==> src/sv/b64e_pkg.sv <==
// ----------------------------------------------------------------------------
// b64e_pkg
// Types, constants and the alphabet lookup shared by the Base64 encoder.
// ----------------------------------------------------------------------------
package b64e_pkg;

    // ASCII '=' used as padding.
    localparam logic [6:0] PAD_CHAR = 7'h3D;

    // Position of the current byte within its 3-byte group.
    typedef enum logic [1:0] {
        PHASE_FIRST  = 2'd0,
        PHASE_SECOND = 2'd1,
        PHASE_THIRD  = 2'd2
    } phase_t;

    // One encoded job: the characters produced by a single input byte.
    typedef struct packed {
        logic [3:0][6:0] chars;     // Characters in emission order, slot 0 first.
        logic [1:0]      last_idx;  // Index of the last valid slot.
        logic            eot;       // Job ends the encoded message.
    } job_t;

    // Standard alphabet lookup for one 6-bit code.
    function automatic logic [6:0] b64_char(input logic [5:0] code);
        logic [6:0] c;
        c = {1'b0, code};
        if (code < 6'd26) begin
            return 7'h41 + c;
        end else if (code < 6'd52) begin
            return 7'h61 + c - 7'd26;
        end else if (code < 6'd62) begin
            return 7'h30 + c - 7'd52;
        end else if (code == 6'd62) begin
            return 7'h2B;
        end else begin
            return 7'h2F;
        end
    endfunction

endpackage

==> src/sv/b64e_front.sv <==
// ----------------------------------------------------------------------------
// b64e_front
// Accepts message bytes, tracks the group phase and leftover bits, and
// turns each byte into a job of one to four characters.
// ----------------------------------------------------------------------------
module b64e_front (
    input  logic           aclk,
    input  logic           aresetn,
    input  logic           s_tvalid,
    output logic           s_tready,
    input  logic [7:0]     s_tdata,   // [7:0] data_byte
    input  logic           s_tlast,   // final_byte
    output logic           push_valid,
    input  logic           push_ready,
    output b64e_pkg::job_t push_job
);
    import b64e_pkg::*;

    phase_t     phase_reg, phase_next;
    logic [3:0] carry_reg, carry_next;
    logic       accept;

    assign s_tready   = push_ready;
    assign push_valid = s_tvalid;
    assign accept     = s_tvalid && push_ready;

    // Build the job for the current byte and the next group state.
    always_comb begin
        push_job       = '0;
        push_job.eot   = s_tlast;
        phase_next     = phase_reg;
        carry_next     = carry_reg;
        unique case (phase_reg)
            PHASE_SECOND: begin
                push_job.chars[0] = b64_char({carry_reg[1:0], s_tdata[7:4]});
                carry_next        = s_tdata[3:0];
                phase_next        = PHASE_THIRD;
                if (s_tlast) begin
                    push_job.chars[1] = b64_char({s_tdata[3:0], 2'b00});
                    push_job.chars[2] = PAD_CHAR;
                    push_job.last_idx = 2'd2;
                end
            end
            PHASE_THIRD: begin
                push_job.chars[0] = b64_char({carry_reg, s_tdata[7:6]});
                push_job.chars[1] = b64_char(s_tdata[5:0]);
                push_job.last_idx = 2'd1;
                carry_next        = 4'd0;
                phase_next        = PHASE_FIRST;
            end
            default: begin
                push_job.chars[0] = b64_char(s_tdata[7:2]);
                carry_next        = {2'b00, s_tdata[1:0]};
                phase_next        = PHASE_SECOND;
                if (s_tlast) begin
                    push_job.chars[1] = b64_char({s_tdata[1:0], 4'b0000});
                    push_job.chars[2] = PAD_CHAR;
                    push_job.chars[3] = PAD_CHAR;
                    push_job.last_idx = 2'd3;
                end
            end
        endcase
        // The final byte closes the message and restarts the group.
        if (s_tlast) begin
            phase_next = PHASE_FIRST;
            carry_next = 4'd0;
        end
    end

    // Group state advances on each accepted byte.
    always_ff @(posedge aclk) begin
        if (!aresetn) begin
            phase_reg <= PHASE_FIRST;
            carry_reg <= 4'd0;
        end else if (accept) begin
            phase_reg <= phase_next;
            carry_reg <= carry_next;
        end
    end

endmodule

==> src/sv/b64e_fifo.sv <==
// ----------------------------------------------------------------------------
// b64e_fifo
// Short job queue between the byte front end and the character back end.
// ----------------------------------------------------------------------------
module b64e_fifo #(
    parameter int DEPTH = 2
) (
    input  logic           aclk,
    input  logic           aresetn,
    input  logic           push_valid,
    output logic           push_ready,
    input  b64e_pkg::job_t push_job,
    output logic           pop_valid,
    input  logic           pop_ready,
    output b64e_pkg::job_t pop_job
);
    import b64e_pkg::*;

    localparam int PTR_W = (DEPTH > 1) ? $clog2(DEPTH) : 1;
    localparam int CNT_W = $clog2(DEPTH + 1);

    job_t             mem_reg [DEPTH];
    logic [PTR_W-1:0] wr_ptr_reg, wr_ptr_next;
    logic [PTR_W-1:0] rd_ptr_reg, rd_ptr_next;
    logic [CNT_W-1:0] count_reg, count_next;
    logic             do_push, do_pop;

    assign push_ready = (count_reg != CNT_W'(DEPTH));
    assign pop_valid  = (count_reg != '0);
    assign pop_job    = mem_reg[rd_ptr_reg];
    assign do_push    = push_valid && push_ready;
    assign do_pop     = pop_valid && pop_ready;

    // Pointer wrap and occupancy update.
    always_comb begin
        wr_ptr_next = wr_ptr_reg;
        rd_ptr_next = rd_ptr_reg;
        count_next  = count_reg;
        if (do_push) begin
            wr_ptr_next = (wr_ptr_reg == PTR_W'(DEPTH - 1)) ? '0 : wr_ptr_reg + 1'b1;
        end
        if (do_pop) begin
            rd_ptr_next = (rd_ptr_reg == PTR_W'(DEPTH - 1)) ? '0 : rd_ptr_reg + 1'b1;
        end
        if (do_push && !do_pop) begin
            count_next = count_reg + 1'b1;
        end else if (do_pop && !do_push) begin
            count_next = count_reg - 1'b1;
        end
    end

    always_ff @(posedge aclk) begin
        if (!aresetn) begin
            wr_ptr_reg <= '0;
            rd_ptr_reg <= '0;
            count_reg  <= '0;
        end else begin
            wr_ptr_reg <= wr_ptr_next;
            rd_ptr_reg <= rd_ptr_next;
            count_reg  <= count_next;
        end
    end

    // Job storage.
    always_ff @(posedge aclk) begin
        if (do_push) begin
            mem_reg[wr_ptr_reg] <= push_job;
        end
    end

endmodule

==> src/sv/b64e_back.sv <==
// ----------------------------------------------------------------------------
// b64e_back
// Takes jobs from the queue and sends their characters one word per cycle
// while the receiver is ready, through a registered output stage.
// ----------------------------------------------------------------------------
module b64e_back (
    input  logic           aclk,
    input  logic           aresetn,
    input  logic           pop_valid,
    output logic           pop_ready,
    input  b64e_pkg::job_t pop_job,
    output logic           m_tvalid,
    input  logic           m_tready,
    output logic [7:0]     m_tdata,   // [6:0] code_char, [7] zero fill
    output logic           m_tlast    // end_of_text
);
    import b64e_pkg::*;

    job_t       job_reg;
    logic       job_valid_reg;
    logic [1:0] idx_reg;
    logic       m_tvalid_reg;
    logic [6:0] char_reg;
    logic       last_reg;
    logic       can_emit, job_done, load;

    assign can_emit  = job_valid_reg && (!m_tvalid_reg || m_tready);
    assign job_done  = can_emit && (idx_reg == job_reg.last_idx);
    assign load      = pop_valid && (!job_valid_reg || job_done);
    assign pop_ready = !job_valid_reg || job_done;

    assign m_tvalid = m_tvalid_reg;
    assign m_tdata  = {1'b0, char_reg};
    assign m_tlast  = last_reg;

    // Current job and character index.
    always_ff @(posedge aclk) begin
        if (!aresetn) begin
            job_valid_reg <= 1'b0;
            idx_reg       <= 2'd0;
        end else if (load) begin
            job_valid_reg <= 1'b1;
            idx_reg       <= 2'd0;
        end else if (job_done) begin
            job_valid_reg <= 1'b0;
        end else if (can_emit) begin
            idx_reg <= idx_reg + 2'd1;
        end
    end

    always_ff @(posedge aclk) begin
        if (load) begin
            job_reg <= pop_job;
        end
    end

    // Output register; it refills in the same cycle the receiver takes a word.
    always_ff @(posedge aclk) begin
        if (!aresetn) begin
            m_tvalid_reg <= 1'b0;
        end else if (can_emit) begin
            m_tvalid_reg <= 1'b1;
        end else if (m_tready) begin
            m_tvalid_reg <= 1'b0;
        end
    end

    always_ff @(posedge aclk) begin
        if (can_emit) begin
            char_reg <= job_reg.chars[idx_reg];
            last_reg <= job_reg.eot && (idx_reg == job_reg.last_idx);
        end
    end

endmodule

==> src/sv/base64_stream_encoder.sv <==
// ----------------------------------------------------------------------------
// base64_stream_encoder
// Byte stream to Base64 character stream, standard alphabet, '=' padding.
// ----------------------------------------------------------------------------
// Usage:
//   The slave channel takes one message byte per word in s_tdata[7:0];
//   s_tlast marks the final byte of a message. The master channel gives
//   one ASCII character per word in m_tdata[6:0]; m_tlast marks the last
//   character of the encoded message, padding included.
//   Each byte becomes a job of one to four characters (one or two
//   characters, plus the leftover character and padding when a final
//   byte leaves its group incomplete). The first character of a byte
//   passes through the queue, the job register and the output register.
//   The back end sends one character per cycle while the receiver is
//   ready, so the output port sets the rate.
//   Jobs wait in a QUEUE_DEPTH-entry queue, so bytes keep being accepted
//   while the receiver stalls until the queue fills, then s_tready drops.
//   Nothing is lost or repeated under stalls on either side.
//   Reset clears the group phase, the queue and the output valid; the
//   block is ready for a new message on the first cycle after reset.
// ----------------------------------------------------------------------------
module base64_stream_encoder #(
    parameter int QUEUE_DEPTH = 2
) (
    input  logic       aclk,
    input  logic       aresetn,
    input  logic       s_tvalid,
    output logic       s_tready,
    input  logic [7:0] s_tdata,   // [7:0] data_byte
    input  logic       s_tlast,   // final_byte
    output logic       m_tvalid,
    input  logic       m_tready,
    output logic [7:0] m_tdata,   // [6:0] code_char, [7] zero fill
    output logic       m_tlast    // end_of_text
);
    import b64e_pkg::*;

    logic push_valid, push_ready;
    logic pop_valid, pop_ready;
    job_t push_job, pop_job;

    // Byte front end.
    b64e_front u_front (
        .aclk       (aclk),
        .aresetn    (aresetn),
        .s_tvalid   (s_tvalid),
        .s_tready   (s_tready),
        .s_tdata    (s_tdata),
        .s_tlast    (s_tlast),
        .push_valid (push_valid),
        .push_ready (push_ready),
        .push_job   (push_job)
    );

    // Job queue.
    b64e_fifo #(
        .DEPTH (QUEUE_DEPTH)
    ) u_fifo (
        .aclk       (aclk),
        .aresetn    (aresetn),
        .push_valid (push_valid),
        .push_ready (push_ready),
        .push_job   (push_job),
        .pop_valid  (pop_valid),
        .pop_ready  (pop_ready),
        .pop_job    (pop_job)
    );

    // Character back end.
    b64e_back u_back (
        .aclk      (aclk),
        .aresetn   (aresetn),
        .pop_valid (pop_valid),
        .pop_ready (pop_ready),
        .pop_job   (pop_job),
        .m_tvalid  (m_tvalid),
        .m_tready  (m_tready),
        .m_tdata   (m_tdata),
        .m_tlast   (m_tlast)
    );

endmodule
==> config.mk <==
export PLATFORM = sky130hd
export DESIGN_NAME = base64_stream_encoder
export DESIGN_NICKNAME = d
export VERILOG_FILES = /design/src/sv/b64e_pkg.sv /design/src/sv/b64e_front.sv /design/src/sv/b64e_fifo.sv /design/src/sv/b64e_back.sv /design/src/sv/base64_stream_encoder.sv
export SDC_FILE = /design/constraint.sdc
export NUM_CORES = 1
export LEC_CHECK = 0
export ABC_AREA = 1
export ABC_CLOCK_PERIOD_IN_PS = 5400
export BUFFER_PORTS_ARGS = -buffer_cell sky130_fd_sc_hd__buf_4
export CORE_UTILIZATION = 40
export CTS_BUF_LIST = sky130_fd_sc_hd__clkbuf_8
export DETAILED_ROUTE_END_ITERATION = 10
export PLACE_DENSITY = 0.67
export SLEW_MARGIN = 10
export SYNTH_ARGS = -nofsm -noshare
export SYNTH_HDL_FRONTEND = slang
export SYNTH_SLANG_ARGS = --single-unit
==> constraint.sdc <==
create_clock -name aclk -period 5.4 [get_ports aclk]
set_clock_uncertainty 0.1 [all_clocks]
set_input_delay 0.27 -clock aclk [delete_from_list [all_inputs] [get_ports aclk]]
set_output_delay 0.27 -clock aclk [all_outputs]
set_load 0.005 [all_outputs]
==> metrics <==
Pins Over Slew Limit=0; register area share after synthesis=44.70%; cts bufs inserted=9; total chip power=1928 uW; status=finished with violations; Finished Cell Area=5213 sq um; diodes inserted=0; CP Cell Sequence=inv_1, ha_1, nand2_1, nand2_1, nand2_1, nand2_1, inv_1, a21oi_1, nand2_1, nand2_1, nand2_1, nand2_1; worst setup margin=3033 ps; number of flip-flops in the largest register=36; clock latency on the worst-skew pair=340 ps; Ports=24; First DRT Iteration DRCs=325; Area Overhead vs Synth=8.773%; CP required=5380 ps; Vias/cell=5.250; most instantiated library cell after synthesis=nand2_1; RD Place Congestion=0.9703; Global Route Usage Sum=17.87%; die extent in x=111.5 um; Commonest cells post-synth=nand2_1, edfxtp_1, nand3_1; Lkg Pwr=0.002277 uW; Die Area=12420 sq um; Critical Path Slowest Stage Cell=dfxtp_1; synthesized area=4792 sq um; FF-to-FF path depth=12; PortBufs=22; WP buf/inv=2; slew of the pin with the lowest slew margin=761.5 ps; Area contributors post-synth=edfxtp_1, nand2_1, dfxtp_1; root buf cell=clkbuf_8; clk slew on worst S/H paths=70 ps; unrepaired setup endpoints after global routing=false; DRC viols=6; Cells after DPL=755; vias in the first global route=3789; starting density of the core=41.44%; pin count of the biggest net entering global routing=21; Area after DPL=5030 sq um; first-pass GRT wire length=17880 um; top cell type's share of synthesized area=38.85%; DRT Wirelength=10720 um; htree depth=3; failing checks=design-rule violations; hold-fix buffer count after cts=0; Setup crit start kind=flop; initial antenna violation count=0; worst-case clock buffer depth=2; Crit path max-delay family=simple AND/OR/NAND/NOR gates; hold path depth=1; TritonCTS Sinks=76; WS Path Type=flop to flop; CP most frequent cell=nand2_1; EDFF count, synth=62; Avg Inst Size Synth=7.895 sq um; Placement Rows=39; total global routing overflow=0; CP arrival=2350 ps; Worst path max stage delay=590 ps; crit share post-route=43.83%; final setup violation count=0; Rel. slew slack=49.05%; CTS tree=done; Crit path depth=12; area of the core=11560 sq um; Final Hold Vio Count=0; Netlist cell types=36; peak supply drop=0.0001260 V; ratio of cells with drive above 1 in the final layout=10.19%; detailed placer's ending HPWL=7912 um; antenna-violating nets left=0; CP Max Fanout=8; Cells after Synth=607; Finished Layout Cells=771; DR pass1 iterations=8; post-cts sizing count=0; #FFs+latches synth=76; final layout net count=658; fmax=422.5 MHz; post-CTS setup buffer count=0; WL per Instance=13.90 um; Synth area leader=edfxtp_1; via count=4048; Die H=111.5 um; Worst setup EP type=flop; Hold Crit Class=input port to flop; Max Cap Viol=0; Post-synth top flop=edfxtp_1; PD cells=369.9 nW/um^2; post-route minimum period=2367 ps; number of synthesis warnings=0; Post-Syn Nets=642; FFs w/ async S/R, synth=0%; Setup WS pre-CTS=3102 ps; setup TNS=0 ps
[layout by cell type, fill, tap and decap left out, drive strengths merged]
cell type and instances:
clkinv 7, o21ai 53, o21a 2, o211ai 5
ha 22, a31oi 2, conb 1, edfxtp 62
nand4 6, nand2 198, a21oi 30, bufinv 1
buf 24, dfxtp 14, xor2 11, nor2 50
clkinvlp 1, xnor2 4, o2111ai 1, nor3 4
inv 62, nand3 54, o22ai 1, or2 3
clkbuf 9, a211oi 1
[logic make-up after synthesis]
group | share of synthesized area, %
fa+ha+maj | 5.744
buf+inv | 7.546
compound gates | 10.65
other cells | 0.07825
flops | 44.70
xor+xnor | 2.741
simple gates | 28.54
[per-layer routing]
| layer | vias up | wire [um] | track usage [%] | part of all wire, % |
|---|---|---|---|---|
| met1 | 1880 | 4811 | 22.38 | 45 |
| met2 | 116 | 5288 | 30.88 | 49 |
| met4 | 0 | 193 | 8.378 | 1.8 |
| met5 | - | 0 | 0 | 0 |
| met3 | 18 | 425 | 2.069 | 4.0 |
| li1 | 2034 | - | - | - |
[per-stage QoR]
step	utilization (%)	hold slack [ps]
2_1_floorplan	-	268.9
5_1_grt	45.07	69.97
6_report	45.07	75.73
3_5_place_dp	43.49	367.3
4_1_cts	45.07	55.79
3_3_place_gp	43.49	358.0
[power breakdown]
part	leakage, uW	switching, uW	internal [uW]
Clock	0.0000953	193	207
Combinational	0.00148	376	192
Sequential	0.000703	84.1	876
[path summary, 6_finish.rpt]
path,start,endpoint,slack [ps]
max,u_front.carry_reg[0]$_SDFFE_PN0P_,u_fifo.mem_reg[0][7]$_DFFE_PP_,3030
max reg2reg,u_front.carry_reg[0]$_SDFFE_PN0P_,u_fifo.mem_reg[0][7]$_DFFE_PP_,3030
min,s_tlast,u_fifo.mem_reg[1][0]$_DFFE_PP_,80
min reg2reg,u_back.job_valid_reg$_SDFFE_PN0P_,u_back.m_tvalid$_SDFFE_PN0P_,380
[area by class of cell]
type                       instances  area (sq um)
fill                            1151          6352
multi-input combinational        448          2288
sequential                        76          2142
inverter                          64         240.2
timing repair buffer              24         180.2
tap                              143         178.9
clock buffer                       9         123.9
clock inverter                     7         58.81
Note: power is estimated with default switching activity, not from simulation.
